**config.mk**
```make
export PLATFORM = sky130hd
export DESIGN_NAME = rtty_bit_timing_decoder_flat
export DESIGN_NICKNAME = d
export VERILOG_FILES = /design/src/hw/rtl/rttybtd_pkg.sv /design/src/hw/rtl/rttybtd_if.sv /design/src/hw/rtl/rttybtd_alu.sv /design/src/hw/rtl/rttybtd_frame_check.sv /design/src/hw/rtl/rtty_bit_timing_decoder.sv /design/src/flat_wrapper.sv
export SDC_FILE = /design/constraint.sdc
export NUM_CORES = 1
export LEC_CHECK = 0
export BUFFER_PORTS_ARGS = -buffer_cell sky130_fd_sc_hd__clkbuf_2
export CORE_ASPECT_RATIO = 0.8
export CORE_MARGIN = 4
export CORE_UTILIZATION = 57
export DETAILED_ROUTE_END_ITERATION = 8
export PLACE_DENSITY = 0.77
export RECOVER_POWER = 25
export SYNTH_ARGS = -nofsm -noshare
export SYNTH_HDL_FRONTEND = slang
export SYNTH_SLANG_ARGS = --single-unit
```
**constraint.sdc**
```tcl
create_clock -name i_clk -period 5.37 [get_ports i_clk]
set_input_delay 1.074 -clock i_clk [delete_from_list [all_inputs] [get_ports i_clk]]
set_output_delay 1.074 -clock i_clk [all_outputs]
set_load 0.02 [all_outputs]
```
**src/hw/rtl/rttybtd_pkg.sv**
```systemverilog
// rttybtd_pkg: shared widths, register indexes, alu request/response types
// and the frame-check result type for the rtty bit-timing decoder
// no dependencies
`timescale 1ns / 1ps
`default_nettype none

package rttybtd_pkg;

    // field and state widths
    localparam int TICK_W     = 16;
    localparam int CFG_W      = 15;
    localparam int CFG_IDX_W  = 2;
    localparam int RUN_W      = 32;
    localparam int CNT_W      = 5;
    localparam int CODE_W     = 5;
    localparam int FRAME_BITS = 8;
    localparam int MAX_RES    = 3;
    localparam int RES_W      = 2;

    localparam logic [CNT_W-1:0] CNT_MAX    = 5'd31;
    localparam logic [CFG_W-1:0] SYM_RESET  = 15'd11249;
    localparam logic [CFG_W-1:0] SW_RESET   = 15'd2812;

    // configuration register indexes
    localparam logic [CFG_IDX_W-1:0] REG_SYMBOL = 2'd0;
    localparam logic [CFG_IDX_W-1:0] REG_SWITCH = 2'd1;

    typedef enum logic {
        ALU_ADD = 1'b0,
        ALU_SUB = 1'b1
    } t_alu_op;

    typedef struct packed {
        logic [RUN_W-1:0] a;
        logic [RUN_W-1:0] b;
        t_alu_op          op;
    } t_alu_req;

    typedef struct packed {
        logic [RUN_W-1:0] sum_sat;  // saturating a + b
        logic [RUN_W-1:0] diff;     // a - b, wrapping
        logic             gt;       // a > b
    } t_alu_rsp;

    typedef struct packed {
        logic              hit;
        logic [CODE_W-1:0] code;
    } t_frame;

    function automatic logic [CODE_W-1:0] rev5(input logic [CODE_W-1:0] v);
        logic [CODE_W-1:0] r;
        for (int i = 0; i < CODE_W; i++) begin
            r[CODE_W-1-i] = v[i];
        end
        return r;
    endfunction

endpackage

`default_nettype wire

```
**src/hw/rtl/rttybtd_if.sv**
```systemverilog
// rttybtd_if: valid/ready channel interfaces for input items, result items
// and configuration writes; depends on rttybtd_pkg
`timescale 1ns / 1ps
`default_nettype none

interface rttybtd_in_if import rttybtd_pkg::*; ();
    logic              valid;
    logic              ready;
    logic              level_is_space;
    logic [TICK_W-1:0] elapsed_ticks;

    modport source (output valid, output level_is_space, output elapsed_ticks, input ready);
    modport sink   (input valid, input level_is_space, input elapsed_ticks, output ready);
endinterface

interface rttybtd_out_if import rttybtd_pkg::*; ();
    logic              valid;
    logic              ready;
    logic [CODE_W-1:0] baudot_code;
    logic              last_of_run;

    modport source (output valid, output baudot_code, output last_of_run, input ready);
    modport sink   (input valid, input baudot_code, input last_of_run, output ready);
endinterface

interface rttybtd_cfg_if import rttybtd_pkg::*; ();
    logic                 valid;
    logic                 ready;
    logic [CFG_IDX_W-1:0] index;
    logic [CFG_W-1:0]     data;

    modport source (output valid, output index, output data, input ready);
    modport sink   (input valid, input index, input data, output ready);
endinterface

`default_nettype wire

```
**src/hw/rtl/rttybtd_alu.sv**
```systemverilog
// rttybtd_alu: shared 32-bit add/subtract unit with saturation and compare
// depends on rttybtd_pkg
`timescale 1ns / 1ps
`default_nettype none

module rttybtd_alu import rttybtd_pkg::*; (
    input  t_alu_req i_req,
    output t_alu_rsp o_rsp
);

    logic [RUN_W-1:0] w_b;
    logic [RUN_W:0]   w_raw;

    assign w_b   = (i_req.op == ALU_SUB) ? ~i_req.b : i_req.b;
    assign w_raw = {1'b0, i_req.a} + {1'b0, w_b} + {{RUN_W{1'b0}}, (i_req.op == ALU_SUB)};

    // add: carry out means overflow; sub: carry out means no borrow
    assign o_rsp.sum_sat = w_raw[RUN_W] ? {RUN_W{1'b1}} : w_raw[RUN_W-1:0];
    assign o_rsp.diff    = w_raw[RUN_W-1:0];
    assign o_rsp.gt      = w_raw[RUN_W] && (w_raw[RUN_W-1:0] != '0);

endmodule

`default_nettype wire

```
**src/hw/rtl/rttybtd_frame_check.sv**
```systemverilog
// rttybtd_frame_check: picks the 8-bit window ending at the current bit count
// out of the bit history and checks start/stop bits; depends on rttybtd_pkg
`timescale 1ns / 1ps
`default_nettype none

module rttybtd_frame_check import rttybtd_pkg::*; #(
    parameter int HISTORY_BITS = 16
) (
    input  logic [HISTORY_BITS-1:0] i_hist,
    input  logic [CNT_W-1:0]        i_count,
    output t_frame                  o_frame
);

    logic [CNT_W-1:0]           w_over;
    logic [HISTORY_BITS+31:0]   w_ext;
    logic [FRAME_BITS-1:0]      w_win;

    // bits above the history width read as zero
    assign w_over = i_count - CNT_W'(FRAME_BITS);
    assign w_ext  = {32'd0, i_hist} >> w_over;
    assign w_win  = w_ext[FRAME_BITS-1:0];

    // two stop bits at the bottom, start bit (space) at the top
    assign o_frame.hit  = (w_win[1:0] == 2'b11) && !w_win[FRAME_BITS-1];
    assign o_frame.code = rev5(w_win[6:2]);

endmodule

`default_nettype wire

```
**src/hw/rtl/rtty_bit_timing_decoder.sv**
```systemverilog
// rtty_bit_timing_decoder: top level, sequencer around one shared alu,
// run-to-bit conversion, frame search and result buffer
// depends on rttybtd_pkg, rttybtd_if, rttybtd_alu, rttybtd_frame_check
//
//  channel  | dir | payload                              | item
//  ---------+-----+--------------------------------------+---------------------------
//  i_in     | in  | level_is_space, elapsed_ticks[15:0]  | one detector decision
//  o_out    | out | baudot_code[4:0], last_of_run        | one decoded character
//  i_cfg    | in  | index[1:0], data[14:0]               | register write, always ready
//
//  steps: accept, the level/run update (pend, compare, move, old-run trim,
//  run add), a check and a subtract per converted bit up to MAX_RUN_BITS, the
//  run close, the frame search step by step, then each result handed to the
//  output register; the worst item is set by the bit loop on the shared alu
//  (one alu operation per update and conversion cycle)
//  reset: synchronous, restores defaults and control state, not result data; no clearing pass
//  stalls: i_in is taken only in idle; a stalled o_out holds the drain of the
//  result buffer, and the last result may wait in the output register while
//  the next item is accepted
`timescale 1ns / 1ps
`default_nettype none

module rtty_bit_timing_decoder import rttybtd_pkg::*; #(
    parameter int HISTORY_BITS = 16,
    parameter int MAX_RUN_BITS = 24
) (
    input  logic                 i_clk,
    input  logic                 i_rst_n,
    rttybtd_in_if.sink           i_in,
    rttybtd_out_if.source        o_out,
    rttybtd_cfg_if.sink          i_cfg
);

    localparam int NB_W = $clog2(MAX_RUN_BITS + 1);

    typedef enum logic [9:0] {
        S_IDLE   = 10'b0000000001,
        S_PEND   = 10'b0000000010,
        S_CMP    = 10'b0000000100,
        S_MOVE   = 10'b0000001000,
        S_SUBOLD = 10'b0000010000,
        S_RUN    = 10'b0000100000,
        S_CHK    = 10'b0001000000,
        S_SUB    = 10'b0010000000,
        S_SRCH   = 10'b0100000000,
        S_DRAIN  = 10'b1000000000
    } t_state;

    // control and run state
    t_state                  r_state, n_state;
    logic [CFG_W-1:0]        r_sym, n_sym;
    logic [CFG_W-1:0]        r_sw, n_sw;
    logic                    r_level, n_level;      // 1 mark, 0 space
    logic                    r_now_mark, n_now_mark;
    logic [TICK_W-1:0]       r_t, n_t;
    logic [RUN_W-1:0]        r_pend, n_pend;
    logic [RUN_W-1:0]        r_mark_run, n_mark_run;
    logic [RUN_W-1:0]        r_space_run, n_space_run;
    logic [HISTORY_BITS-1:0] r_hist, n_hist;
    logic [CNT_W-1:0]        r_cnt, n_cnt;
    logic                    r_conv, n_conv;
    logic [NB_W-1:0]         r_nbits, n_nbits;
    logic [RES_W-1:0]        r_nres, n_nres;
    logic [RES_W-1:0]        r_didx, n_didx;

    // result buffer and output register
    logic [CODE_W-1:0]       r_buf [MAX_RES];
    logic                    r_out_valid, n_out_valid;
    logic [CODE_W-1:0]       r_out_code;
    logic                    r_out_last;

    t_alu_req                w_alu_req;
    t_alu_rsp                w_alu_rsp;
    t_frame                  w_frame;
    logic [RUN_W-1:0]        w_t_ext;
    logic [RUN_W-1:0]        w_conv_run;
    logic [RUN_W-1:0]        w_cur_run;
    logic                    w_conv_bit;
    logic                    w_cnt_ge8;
    logic                    w_take;
    logic                    w_load;
    logic                    w_last;
    logic [CNT_W-1:0]        w_cnt_inc;

    assign i_in.ready  = (r_state == S_IDLE);
    assign i_cfg.ready = 1'b1;

    assign o_out.valid       = r_out_valid;
    assign o_out.baudot_code = r_out_code;
    assign o_out.last_of_run = r_out_last;

    assign w_t_ext = {{(RUN_W-TICK_W){1'b0}}, r_t};

    // after a switch the closed run belongs to the level just left
    assign w_conv_run = r_level ? r_space_run : r_mark_run;
    assign w_cur_run  = r_level ? r_mark_run : r_space_run;
    assign w_conv_bit = ~r_level;

    assign w_cnt_ge8 = (r_cnt >= CNT_W'(FRAME_BITS));
    assign w_take    = w_cnt_ge8 && w_frame.hit && (r_nres < RES_W'(MAX_RES));
    assign w_load    = (r_state == S_DRAIN) && (!r_out_valid || o_out.ready);
    assign w_last    = ((r_didx + RES_W'(1)) == r_nres);
    assign w_cnt_inc = (r_cnt == CNT_MAX) ? r_cnt : r_cnt + CNT_W'(1);

    // operand selection for the shared unit
    always_comb begin
        w_alu_req.a  = r_pend;
        w_alu_req.b  = w_t_ext;
        w_alu_req.op = ALU_ADD;
        case (r_state)
            S_PEND: begin
                w_alu_req.a  = r_pend;
                w_alu_req.b  = w_t_ext;
                w_alu_req.op = ALU_ADD;
            end
            S_CMP: begin
                w_alu_req.a  = r_pend;
                w_alu_req.b  = {{(RUN_W-CFG_W){1'b0}}, r_sw};
                w_alu_req.op = ALU_SUB;
            end
            S_MOVE: begin
                w_alu_req.a  = r_pend;
                w_alu_req.b  = w_t_ext;
                w_alu_req.op = ALU_SUB;
            end
            S_SUBOLD: begin
                w_alu_req.a  = w_cur_run;
                w_alu_req.b  = r_pend;
                w_alu_req.op = ALU_SUB;
            end
            S_RUN: begin
                w_alu_req.a  = w_cur_run;
                w_alu_req.b  = w_t_ext;
                w_alu_req.op = ALU_ADD;
            end
            S_CHK: begin
                // compare against half a symbol
                w_alu_req.a  = w_conv_run;
                w_alu_req.b  = {{(RUN_W-CFG_W+1){1'b0}}, r_sym[CFG_W-1:1]};
                w_alu_req.op = ALU_SUB;
            end
            S_SUB: begin
                w_alu_req.a  = w_conv_run;
                w_alu_req.b  = {{(RUN_W-CFG_W){1'b0}}, r_sym};
                w_alu_req.op = ALU_SUB;
            end
            default: begin
                w_alu_req.a  = r_pend;
                w_alu_req.b  = w_t_ext;
                w_alu_req.op = ALU_ADD;
            end
        endcase
    end

    rttybtd_alu u_alu (
        .i_req (w_alu_req),
        .o_rsp (w_alu_rsp)
    );

    rttybtd_frame_check #(
        .HISTORY_BITS (HISTORY_BITS)
    ) u_frame_check (
        .i_hist  (r_hist),
        .i_count (r_cnt),
        .o_frame (w_frame)
    );

    // sequencer
    always_comb begin
        n_state     = r_state;
        n_sym       = r_sym;
        n_sw        = r_sw;
        n_level     = r_level;
        n_now_mark  = r_now_mark;
        n_t         = r_t;
        n_pend      = r_pend;
        n_mark_run  = r_mark_run;
        n_space_run = r_space_run;
        n_hist      = r_hist;
        n_cnt       = r_cnt;
        n_conv      = r_conv;
        n_nbits     = r_nbits;
        n_nres      = r_nres;
        n_didx      = r_didx;

        // the user must make register writes only while idle; the block does not enforce it
        if (i_cfg.valid && i_cfg.ready) begin
            case (i_cfg.index)
                REG_SYMBOL: n_sym = i_cfg.data;
                REG_SWITCH: n_sw  = i_cfg.data;
                default: ;
            endcase
        end

        case (r_state)
            S_IDLE: begin
                if (i_in.valid) begin
                    n_now_mark = ~i_in.level_is_space;
                    n_t        = i_in.elapsed_ticks;
                    n_nres     = '0;
                    n_conv     = 1'b0;
                    n_state    = S_PEND;
                end
            end
            S_PEND: begin
                if (r_now_mark == r_level) begin
                    n_pend  = '0;
                    n_state = S_RUN;
                end else begin
                    n_pend  = w_alu_rsp.sum_sat;
                    n_state = S_CMP;
                end
            end
            S_CMP: begin
                n_state = w_alu_rsp.gt ? S_MOVE : S_RUN;
            end
            S_MOVE: begin
                // ticks pending before this item start the new run
                n_pend = w_alu_rsp.diff;
                if (r_level) begin
                    n_space_run = w_alu_rsp.diff;
                end else begin
                    n_mark_run = w_alu_rsp.diff;
                end
                n_state = S_SUBOLD;
            end
            S_SUBOLD: begin
                // and leave the old run, saturating at zero
                if (r_level) begin
                    n_mark_run = w_alu_rsp.gt ? w_alu_rsp.diff : '0;
                end else begin
                    n_space_run = w_alu_rsp.gt ? w_alu_rsp.diff : '0;
                end
                n_level = r_now_mark;
                n_pend  = '0;
                n_conv  = 1'b1;
                n_state = S_RUN;
            end
            S_RUN: begin
                if (r_level) begin
                    n_mark_run = w_alu_rsp.sum_sat;
                end else begin
                    n_space_run = w_alu_rsp.sum_sat;
                end
                n_nbits = '0;
                n_state = r_conv ? S_CHK : S_SRCH;
            end
            S_CHK: begin
                if ((r_nbits < NB_W'(MAX_RUN_BITS)) && w_alu_rsp.gt) begin
                    n_hist  = {r_hist[HISTORY_BITS-2:0], w_conv_bit};
                    n_cnt   = w_cnt_inc;
                    n_nbits = r_nbits + NB_W'(1);
                    n_state = S_SUB;
                end else begin
                    if (r_level) begin
                        n_space_run = '0;
                    end else begin
                        n_mark_run = '0;
                    end
                    n_state = S_SRCH;
                end
            end
            S_SUB: begin
                if (w_alu_rsp.gt) begin
                    if (r_level) begin
                        n_space_run = w_alu_rsp.diff;
                    end else begin
                        n_mark_run = w_alu_rsp.diff;
                    end
                    n_state = S_CHK;
                end else begin
                    // last partial symbol ends the run
                    if (r_level) begin
                        n_space_run = '0;
                    end else begin
                        n_mark_run = '0;
                    end
                    n_state = S_SRCH;
                end
            end
            S_SRCH: begin
                if (w_cnt_ge8) begin
                    if (w_take) begin
                        n_nres = r_nres + RES_W'(1);
                        n_cnt  = r_cnt - CNT_W'(FRAME_BITS);
                    end else begin
                        n_cnt = r_cnt - CNT_W'(1);
                    end
                end else begin
                    n_didx  = '0;
                    n_state = (r_nres != '0) ? S_DRAIN : S_IDLE;
                end
            end
            S_DRAIN: begin
                if (w_load) begin
                    n_didx = r_didx + RES_W'(1);
                    if (w_last) begin
                        n_state = S_IDLE;
                    end
                end
            end
            default: begin
                n_state = S_IDLE;
            end
        endcase
    end

    // output register
    always_comb begin
        n_out_valid = r_out_valid;
        if (w_load) begin
            n_out_valid = 1'b1;
        end else if (o_out.ready) begin
            n_out_valid = 1'b0;
        end
    end

    always_ff @(posedge i_clk) begin
        if (!i_rst_n) begin
            r_state     <= S_IDLE;
            r_sym       <= SYM_RESET;
            r_sw        <= SW_RESET;
            r_level     <= 1'b1;
            r_now_mark  <= 1'b1;
            r_t         <= '0;
            r_pend      <= '0;
            r_mark_run  <= '0;
            r_space_run <= '0;
            r_hist      <= '0;
            r_cnt       <= '0;
            r_conv      <= 1'b0;
            r_nbits     <= '0;
            r_nres      <= '0;
            r_didx      <= '0;
            r_out_valid <= 1'b0;
        end else begin
            r_state     <= n_state;
            r_sym       <= n_sym;
            r_sw        <= n_sw;
            r_level     <= n_level;
            r_now_mark  <= n_now_mark;
            r_t         <= n_t;
            r_pend      <= n_pend;
            r_mark_run  <= n_mark_run;
            r_space_run <= n_space_run;
            r_hist      <= n_hist;
            r_cnt       <= n_cnt;
            r_conv      <= n_conv;
            r_nbits     <= n_nbits;
            r_nres      <= n_nres;
            r_didx      <= n_didx;
            r_out_valid <= n_out_valid;
        end
    end

    always_ff @(posedge i_clk) begin
        if (w_load) begin
            r_out_code <= r_buf[r_didx];
            r_out_last <= w_last;
        end
        if ((r_state == S_SRCH) && w_take) begin
            r_buf[r_nres] <= w_frame.code;
        end
    end

    // conversion never produces more than the per-run bit limit
    a_nbits_bound: assert property (@(posedge i_clk) disable iff (!i_rst_n)
        r_nbits <= NB_W'(MAX_RUN_BITS))
        else $error("run bit counter beyond limit");

    // drain only reads filled buffer entries
    a_drain_idx: assert property (@(posedge i_clk) disable iff (!i_rst_n)
        (r_state == S_DRAIN) |-> (r_didx < r_nres))
        else $error("drain index past buffered results");

    // a partial last symbol leaves the closed run empty
    a_conv_zero: assert property (@(posedge i_clk) disable iff (!i_rst_n)
        (r_state == S_SUB && !w_alu_rsp.gt) |=> (w_conv_run == '0))
        else $error("closed run not cleared after conversion");

    // a found frame consumes exactly one window of bits
    a_hit_count: assert property (@(posedge i_clk) disable iff (!i_rst_n)
        (r_state == S_SRCH && w_take) |=> (r_cnt == $past(r_cnt) - CNT_W'(FRAME_BITS)))
        else $error("bit count not reduced by a frame");

endmodule

`default_nettype wire

```
**src/flat_wrapper.sv**
```systemverilog
// flat-port wrapper written by rule: the top's interface ports become plain ports
module rtty_bit_timing_decoder_flat import rttybtd_pkg::*;
#(
    parameter int HISTORY_BITS = 16,
    parameter int MAX_RUN_BITS = 24
)
  (i_clk, i_rst_n, i_in_valid, i_in_level_is_space, i_in_elapsed_ticks, i_in_ready, o_out_valid, o_out_baudot_code, o_out_last_of_run, o_out_ready, i_cfg_valid, i_cfg_index, i_cfg_data, i_cfg_ready);
  rttybtd_in_if i_in_i ();
  rttybtd_out_if o_out_i ();
  rttybtd_cfg_if i_cfg_i ();
  input  logic i_clk;
  input  logic i_rst_n;
  input wire logic [$bits(i_in_i.valid)-1:0] i_in_valid;
  input wire logic [$bits(i_in_i.level_is_space)-1:0] i_in_level_is_space;
  input wire logic [$bits(i_in_i.elapsed_ticks)-1:0] i_in_elapsed_ticks;
  output wire logic [$bits(i_in_i.ready)-1:0] i_in_ready;
  output wire logic [$bits(o_out_i.valid)-1:0] o_out_valid;
  output wire logic [$bits(o_out_i.baudot_code)-1:0] o_out_baudot_code;
  output wire logic [$bits(o_out_i.last_of_run)-1:0] o_out_last_of_run;
  input wire logic [$bits(o_out_i.ready)-1:0] o_out_ready;
  input wire logic [$bits(i_cfg_i.valid)-1:0] i_cfg_valid;
  input wire logic [$bits(i_cfg_i.index)-1:0] i_cfg_index;
  input wire logic [$bits(i_cfg_i.data)-1:0] i_cfg_data;
  output wire logic [$bits(i_cfg_i.ready)-1:0] i_cfg_ready;
  assign i_in_i.valid = i_in_valid;
  assign i_in_i.level_is_space = i_in_level_is_space;
  assign i_in_i.elapsed_ticks = i_in_elapsed_ticks;
  assign i_in_ready = i_in_i.ready;
  assign o_out_valid = o_out_i.valid;
  assign o_out_baudot_code = o_out_i.baudot_code;
  assign o_out_last_of_run = o_out_i.last_of_run;
  assign o_out_i.ready = o_out_ready;
  assign i_cfg_i.valid = i_cfg_valid;
  assign i_cfg_i.index = i_cfg_index;
  assign i_cfg_i.data = i_cfg_data;
  assign i_cfg_ready = i_cfg_i.ready;
  rtty_bit_timing_decoder #(.HISTORY_BITS(HISTORY_BITS), .MAX_RUN_BITS(MAX_RUN_BITS)) u_core (.i_clk(i_clk), .i_rst_n(i_rst_n), .i_in(i_in_i), .o_out(o_out_i), .i_cfg(i_cfg_i));
endmodule
```
After elaboration in Yosys (flattened, before gate mapping). Memory sizes are Yosys's and may differ from the RTL's. A register that Yosys moved wholly into a read port is not among the register bits. Cells that the tools add are included.

Register bits after elaboration: 187. Bits in writable memories: 15. Output and inout port bits: 9. Logic and storage cells: 147. Memories kept: 1.

Memories: u_core.r_buf (depth 3, width 5, read ports 1, clocked after Yosys merged registers in 1, write ports 1, RTL line rtty_bit_timing_decoder.sv:67) `logic [CODE_W-1:0] r_buf [MAX_RES];`.

Add/sub/neg operators: 8. $lt $le $gt $ge: 3. Equal/unequal tests: 28. Shifts and indexed selects: 1. Multiplexer cells: 53. Bitwise operators: 3. Reductions and logical operators: 33.

Operators by type and width (count): 32-bit 2-to-1 mux (18); 65-bit case mux with 6 select lines (1); 32-bit case mux with 5 select lines (2); 10-bit case mux with 10 select lines (1); 32-bit case mux with 3 select lines (1); 10-bit 2-to-1 mux (5); 32-bit by 32-bit adder with 33-bit output (1); 33-bit by 1-bit adder with 33-bit output (1); 32-bit NOT (1); 32-bit nonzero test (1); 9-bit 2-to-1 mux (3); 5-bit 2-to-1 mux (5); 5-bit case mux with 2 select lines (2); 4-bit AND reduction (5); 16-bit by 5-bit right shift with 8-bit output (1); 2-bit by 1-bit != test with 1-bit output, second input constant (7); 2-bit nonzero test (7); 6-bit 2-to-1 mux (2); 2-bit != test, second input constant (6); 2-bit AND reduction (6); 5-bit by 1-bit adder with 5-bit output, second input constant (2); 10-bit by 1-bit == test with 1-bit output, second input constant (1); 10-bit == test, second input constant (1); 10-bit by 2-bit == test with 1-bit output, second input constant (1); other kinds (30) (48).

Depth between registers and ports, before layout. Gate-level depths: netlist of the first run.

Depth after elaboration: 11. Depth in mapped cells: 26. Gate-level depth less buffers: 19.

Modules after synthesis. From an unflattened synthesis of the first run, not the netlist that was laid out.

Cell total of the unflattened synthesis: 1799. Area, all modules: 14503.9 um2.

Modules (own cells, without submodules): rtty_bit_timing_decoder (times used 1, cells each 1362, area each 11419.7 um2, seq. area each 4354.2 um2); rttybtd_alu (times used 1, cells each 369, area each 2507.4 um2, seq. area each 0.0 um2); rttybtd_frame_check (times used 1, cells each 68, area each 576.8 um2, seq. area each 0.0 um2).

Worst setup path before layout of the first run. OpenSTA, ideal clock, no wires.

Path kind: reg2reg. Start: register u_core.r_state[0]. End: register u_core.r_space_run[15]. Library setup time: 122 ps. Arrival time: 5785 ps. Required time: 5248 ps. Setup slack: -536 ps. Cell stages (with the launch flop): 24. Cell sequence: dfxtp_1 > nor4_2 > buf_2 > nand3_1 > nor3b_1 > clkbuf_1 > a22oi_1 > nand3_1 > xnor2_1 > fa_1 > a211oi_1 > o211ai_1 > a211oi_1 > nor4_1 > or4b_2 > and3_1 > a211oi_1 > and4_1 > and2_1 > buf_6 > nor2_2 > nor3_4 > buf_2 > a21oi_1.

Longest elaborated chain between the ends: 11.

RTL lines: start, declared (RTL line rtty_bit_timing_decoder.sv:50) `t_state r_state, n_state;`; start signal, assigned (RTL line rtty_bit_timing_decoder.sv:337) `r_state <= n_state;`; 10-bit by 8-bit == test with 1-bit output (tied with other cells) (RTL line rtty_bit_timing_decoder.sv:110, rtty_bit_timing_decoder.sv:195); 65-bit case mux with 6 select lines (RTL line rtty_bit_timing_decoder.sv:110) `case (r_state)`; 32-bit NOT (RTL line rttybtd_alu.sv:14) `assign w_b = (i_req.op == ALU_SUB) ? ~i_req.b : i_req.b;`; 32-bit 2-to-1 mux (RTL line rttybtd_alu.sv:14); 32-bit by 32-bit adder with 33-bit output (RTL line rttybtd_alu.sv:15) `assign w_raw = {1'b0, i_req.a} + {1'b0, w_b} + {{RUN_W{1'b0}}, (i_req.op == ALU_SUB)};`; 33-bit by 1-bit adder with 33-bit output (RTL line rttybtd_alu.sv:15); 32-bit nonzero test (RTL line rttybtd_alu.sv:20) `assign o_rsp.gt = w_raw[RUN_W] && (w_raw[RUN_W-1:0] != '0);`; 1-bit logical AND (RTL line rttybtd_alu.sv:20); 32-bit 2-to-1 mux / 1-bit logical AND (equally long branches) (RTL line rtty_bit_timing_decoder.sv:232, rtty_bit_timing_decoder.sv:249); 32-bit 2-to-1 mux / 2-bit != test (equally long branches); 32-bit case mux with 5 select lines / 4-bit AND reduction (equally long branches); end signal, assigned (RTL line rtty_bit_timing_decoder.sv:345) `r_space_run <= n_space_run;`; end, declared (RTL line rtty_bit_timing_decoder.sv:58) `logic [RUN_W-1:0] r_space_run, n_space_run;`.

Parallel ways exist; a longest one is shown, timed or not. The select of a mux whose other input is x is not followed. A chain may end at the register's enable or synchronous reset.

Worst setup path after layout of the first run.
Start: register u_core.r_state[0]. End: register u_core.r_space_run[19].

Same word-level chain as after synthesis.

==> run metrics, run 1 <==
GR Util met3 8.28%; peak supply drop 0.241 mV; final core occ 81.2%; Clock Skews 0.0253 ns; number of synthesized flops with an enable pin 21; Root Driver clkbuf_16; Synth Register Bits 207; Final Hold Vio Count 0; CP Class reg -> reg; design internal power 2.82 mW; initial DRC count 2806; fmax 181 MHz; antenna-violating nets left 0; kind of end point of the critical path register; Core ar. 22800 sq um; DRC errors left 0; CTS Buffer Depth 3; P&R area growth vs syn 37.8%; switching part of the total power 32.0%; Non-Filler Instances 2382; Register Area 4380 sq um; GRT met2 Usage 54.6%; Final setup viols 50; clock tree sinks 207; CTS tree yes; Net Switching 1.33 mW; cells after synthesis 1763; distinct cell type count after synthesis 94; Clock Power Share 35.6%; slowest stage delay, CP 0.41 ns; period utilization 103%; Initial Utilization 58.9%; number of global-route vias before repair 14387; ys flop type dfxtp_1; Rel. slew slack 21.2%; Post-synth ARST share 0%; gr ovfl total 0; area of the multi-input gates 9660 sq um; Avg Inst Size Synth 7.62 sq um; Die Width 180 um; Setup Total Neg Slack -3.79 ns; GP Congestion 1.05; status finished, violations left; largest net degree at the start of global routing 100; Reg power frac 39.7%; First-pass DRT Iterations 6; smallest hold slack 0.456 ns; minimum clock period 5.52 ns; Die ar. 26100 sq um; CP required 5.76 ns; CP Max Fanout 7; synthesized cell area 13400 sq um; path type of the worst min-delay path reg -> reg; Placed Cells 2291; combinational power share 24.8%; Syn. warnings 0; RSZ-0062 raised after global routing true; Num CTS Buffers 21; wirelength, routed 55400 um; dpl hpwl 36100 um; FILL cells 1485; NumNets Final 2142; layout cells sized above 1 32.3%; Final Power 4.14 mW; Net Count, Synth 1844; max-slew violations 0; failing checks negative setup slack; worst-skew pair later-pin latency 0.53 ns; Vias/cell 6.90; Seq/Total Area, Yosys 32.4%; busiest grt layer met2; Hold Buf Count CTS 0; WP data arrival 5.91 ns; final setup margin -0.152 ns; Worst-path clk slew 0.07 ns; row count 49; DR WL/cell 23.2 um; worst slew pin tran 1.18 ns; PwrDens 224 nW/um^2; Critical Path Source Type register; Buffers on Ports 46; CTS H-tree lvls 1; max-cap check violation count 0; initial antenna violation count 0; n_diodes 0; global-route wire length before repair 79500 um; io pins 48; P_leak 7.59 nW; met1 Usage GRT 52.5%; Die Y 145 um; Worst path slowest cell or3_1; total track usage 36.7%; via count 16433
routing by layer:
metal  routed length [um]  up-vias  share of wire [%]
li1                     -     7090                  -
met1                21200     7672                 38
met2                23300     1360                 42
met3                 7610      311                 14
met4                 3320        0                6.0
met5                    0        -                  0
worst max-delay path: cells and delay by family, from the launching register on:
| kind | cells | cell delay, ns |
|---|---|---|
| xor gates and xnor gates | 2 | 0.50 |
| AOI/OAI and AO/OA | 4 | 0.49 |
| DFF | 1 | 0.33 |
| and+or+nand+nor | 10 | 2.18 |
| adders and majority gates | 1 | 0.32 |
| buffers and inverters | 11 | 1.53 |
sequential cells by signal, indices dropped and copies added, names as in the netlist, 2 cells and up:
signal,cells
u_core.r_nres,2
u_core.r_nbits,5
u_core.o_out.baudot_code,5
u_core.r_hist,16
u_core.r_state,10
u_core.r_sym,15
u_core.r_cnt,5
u_core.r_space_run,32
u_core.r_sw,15
u_core.r_pend,32
u_core.r_didx,2
u_core.r_mark_run,32
u_core.r_t,16
u_core.r_buf,15
power by group through the flow:
stage / registers [mW] / clock network, mW / logic [mW]
6_report: 1.64 / 1.47 / 1.03
5_1_grt: 1.64 / 1.53 / 1.07
4_1_cts: 1.64 / 1.46 / 0.855
3_5_place_dp: 1.67 / 0 / 0.795
3_3_place_gp: 1.67 / 0 / 0.781
2_1_floorplan: 1.66 / 0 / 0.472
final cells by class:
| type | count | share of cell area [%] |
|---|---|---|
| clock inverter | 13 | 0.581 |
| sequential | 207 | 23.6 |
| timing repair buffer | 413 | 18.0 |
| multi-input combinational | 1397 | 52.2 |
| clock buffer | 25 | 3.03 |
| inverter | 21 | 0.433 |
| tap | 306 | 2.07 |
cells in the mapped netlist (6+ instances only):
cell type,count,share of area (%)
nor4_1,12,0.56
a211oi_1,23,1.3
nor3_1,25,0.93
inv_1,19,0.53
dfxtp_1,186,28
nand3_1,73,2.7
xnor2_1,29,1.9
buf_2,15,0.56
o211ai_1,44,2.5
ha_1,41,3.8
and3_1,14,0.65
o21ai_0,89,3.3
a221oi_1,6,0.39
a22o_1,20,1.3
nor2b_1,7,0.33
a31oi_1,12,0.56
o31ai_1,25,1.4
o211a_1,7,0.52
mux2i_1,19,1.4
nor2_1,100,2.8
nor3b_1,10,0.56
clkbuf_1,115,3.2
and2_1,23,1.1
nand4_1,15,0.70
xor2_1,13,0.85
a22oi_1,83,4.6
nand2_1,341,9.5
edfxtp_1,21,4.7
a21o_1,20,1.1
o21a_1,10,0.56
a21oi_1,192,7.2
or3_1,14,0.65
path summary, 6_finish.rpt:
check                           endpoint                  from  slack [ns]  cells past startpoint
setup / recovery  u_core.r_space_run[19]     u_core.r_state[0]       -0.15                     28
hold / removal      u_core.r_mark_run[5]  u_core.r_mark_run[5]        0.46                      2
setup reg to reg  u_core.r_space_run[19]     u_core.r_state[0]       -0.15                     28
hold reg to reg     u_core.r_mark_run[5]  u_core.r_mark_run[5]        0.46                      2
cells in the final DEF, fill, tap and decap left out, drive strengths merged, types with 7 or more instances in the layout:
cell type  instances
a221oi             7
o21ai             92
o211a              7
xor2              13
nor2b              7
a21o              20
nand4             15
nand3             74
mux2i             19
nor3b             10
dfxtp            186
a211oi            26
nor2             101
nor3              26
a31oi             13
and2              23
nand2            341
a22oi             83
clkinv            10
o31ai             25
inv               21
edfxtp            21
buf              364
nor4              15
xnor2             29
ha                41
or3               14
o21a              10
a21oi            195
o211ai            44
clkbuf            74
and3              14
a22o              20
timing repair:
| action | 4_1_cts | 5_1_grt |
|---|---|---|
| gates cloned | 2 | 7 |
| pin swaps | 30 | 92 |
| gates resized for setup | 90 | 223 |
| endpoints found under the setup margin | 101 | 121 |
| buffers inserted | 16 | 34 |
cells by family (layout without fill, tap and decap cells):
logic type	Yosys count	in the layout	share of synthesized area [%]
AOI/OAI and AO/OA	615	615	30.5
xor gates and xnor gates	42	42	2.74
adders and majority gates	42	42	3.97
buffers and inverters	159	472	4.84
DFF	207	207	32.4
muxes	27	27	2.51
other	1	1	0.0279
and+or+nand+nor	670	670	23.0
stage by stage:
| stage | setup slack [ns] | instance area (sq um) |
|---|---|---|
| floorplan | 0.00924 | 13500 |
| CTS | 0.00188 | 17200 |
| global placement | -0.493 | 16000 |
| global route | -0.301 | 18500 |
| finish | -0.152 | 18500 |
| detailed placement | -0.439 | 16000 |
Note: power is estimated with default switching activity, not from simulation.
==> run 2, diff against run 1 <==
Settings changed: TNS_END_PERCENT set to 1.
==> run 2 against run 1 <==
Against the previous run:
- the flow still finishes with violations (negative setup slack)
- utilization decreased by 5.7 points
- register-to-register slack got worse by 0.03 ns
- total power decreased by 1.3%
- maximum frequency is 0.63% lower
- final cell count is 2.5% lower
- non-clock buffer count is 59 lower
- global-route usage down 0.41 points
- first-iteration DRC count down 9.3%
- via count decreased by 5.3%
- critical path depth decreased by 2
- combinational power is 12% lower
- hold slack gained 0.0035 ns
- critical endpoint is now u_core.r_space_run[31]
- highest routed layer unchanged
==> run metrics, run 2 (synthesized netlist as in run 1, its figures left out) <==
initial DRC count 2544; PwrDens 237 nW/um^2; final core occ 75.5%; Vias/cell 6.70; Final Hold Vio Count 0; Critical Path Source Type register; Root Driver clkbuf_16; final setup margin -0.187 ns; Placed Cells 2267; final instance area 17200 sq um; DRC errors left 0; smallest hold slack 0.460 ns; CP Max Fanout 7; Non-Filler Instances 2322; fmax 180 MHz; max-slew violations 0; CTS tree yes; Clock Power Share 37.7%; DR WL/cell 21.7 um; status finished, violations left; Rel. slew slack 38.4%; Reg power frac 40.1%; max-cap check violation count 0; Net Switching 1.26 mW; worst slew pin tran 0.922 ns; peak supply drop 0.245 mV; Clock Skews 0.0312 ns; CP Class reg -> reg; dpl hpwl 34900 um; CP required 5.79 ns; layout cells sized above 1 25.1%; Final setup viols 72; gr ovfl total 0; kind of end point of the critical path register; Worst-path clk slew 0.07 ns; most frequent cells in the layout nand2_1, buf_4, a21oi_1; number of global-route vias before repair 14414; most common cell after layout, fill and taps aside nand2_1; Die Width 180 um; path type of the worst min-delay path reg -> reg; Initial Utilization 58.9%; Die Y 145 um; global-route wire length before repair 78400 um; P_leak 7.08 nW; GP Congestion 0.998; clock tree sinks 207; design internal power 2.83 mW; WP data arrival 5.98 ns; Buffers on Ports 46; CTS Buffer Depth 3; initial antenna violation count 1; total track usage 36.3%; First-pass DRT Iterations 6; row count 49; switching part of the total power 30.8%; Num CTS Buffers 21; via count 15568; io pins 48; period utilization 103%; NumNets Final 2083; FILL cells 1692; P&R area growth vs syn 28.2%; combinational power share 22.2%; antenna-violating nets left 0; minimum clock period 5.56 ns; largest registers u_core.r_mark_run: 32 flops, u_core.r_pend: 32 flops, u_core.r_space_run: 32 flops; Final Power 4.09 mW; largest net degree at the start of global routing 61; failing checks negative setup slack; RSZ-0062 raised after global routing true; Die ar. 26100 sq um; Hold Buf Count CTS 0; Core ar. 22800 sq um; worst-skew pair later-pin latency 0.53 ns; CTS H-tree lvls 1; n_diodes 0; wirelength, routed 50400 um; Placed Area 15900 sq um
[run 2: final cells by class]
type | count | area [sq um] | share of cell area [%]
clock buffer | 24 | 537 | 3.12
clock inverter | 13 | 161 | 0.937
inverter | 21 | 80.1 | 0.465
multi-input combinational | 1397 | 8920 | 51.8
sequential | 207 | 4360 | 25.3
tap | 306 | 383 | 2.22
timing repair buffer | 354 | 2780 | 16.1
[run 2: metrics by stage]
step           TNS (ns)  setup slack (ns)
3_5_place_dp     -28.99            -0.438
4_1_cts          -0.345           -0.0373
6_report          -7.49            -0.187
3_3_place_gp     -27.13            -0.395
5_1_grt          -19.90            -0.334
2_1_floorplan    -0.207           -0.0264
[run 2: worst paths after layout]
path	to	slack, ns	start	depth (start not counted)
setup / recovery	u_core.r_space_run[31]	-0.19	u_core.r_state[0]	26
hold / removal	u_core.r_t[5]	0.46	u_core.r_t[5]	2
setup reg to reg	u_core.r_space_run[31]	-0.19	u_core.r_state[0]	26
hold reg to reg	u_core.r_t[5]	0.46	u_core.r_t[5]	2
[run 2: layer usage]
layer | GRT usage, % | share of wire (%) | vias up
li1 | - | - | 6975
met1 | 51.1 | 41 | 7280
met2 | 53.9 | 42 | 1098
met3 | 8.83 | 13 | 215
met4 | 14.1 | 4.5 | 0
met5 | 0 | 0 | -
[run 2: timing repair]
action | CTS | global route
buffers inserted | 11 | 4
gates resized for setup | 55 | 56
endpoints found under the hold margin | 0 | 0
cloned | 2 | 1
endpoints found under the setup margin | 94 | 93
pin swaps | 14 | 29
[run 2: critical path, stage by stage (launching register included)]
cell and delay [ns]:
dfxtp_2 0.33, buf_4 0.14, nor4_4 0.31, buf_4 0.18, nand4b_1 0.19, o311ai_4 0.21
buf_4 0.20, a21oi_2 0.08, o21ai_2 0.22, inv_1 0.10, fa_2 0.42, a211oi_4 0.23
o211ai_1 0.11, buf_4 0.18, a21oi_2 0.17, buf_4 0.16, o31a_1 0.30, o21ai_1 0.12
xor2_1 0.17, buf_4 0.15, a311oi_2 0.24, and4_4 0.31, and2_4 0.20, nor2_2 0.09
buf_4 0.15, o31a_1 0.29, o21a_1 0.19
[run 2: power groups by stage]
| stage | combinational (mW) | sequential, mW | clock [mW] |
|---|---|---|---|
| finish | 0.908 | 1.64 | 1.54 |
| detailed placement | 0.799 | 1.67 | 0 |
| global route | 0.955 | 1.64 | 1.59 |
| CTS | 0.841 | 1.64 | 1.53 |
| global placement | 0.786 | 1.67 | 0 |
| floorplan | 0.470 | 1.66 | 0 |
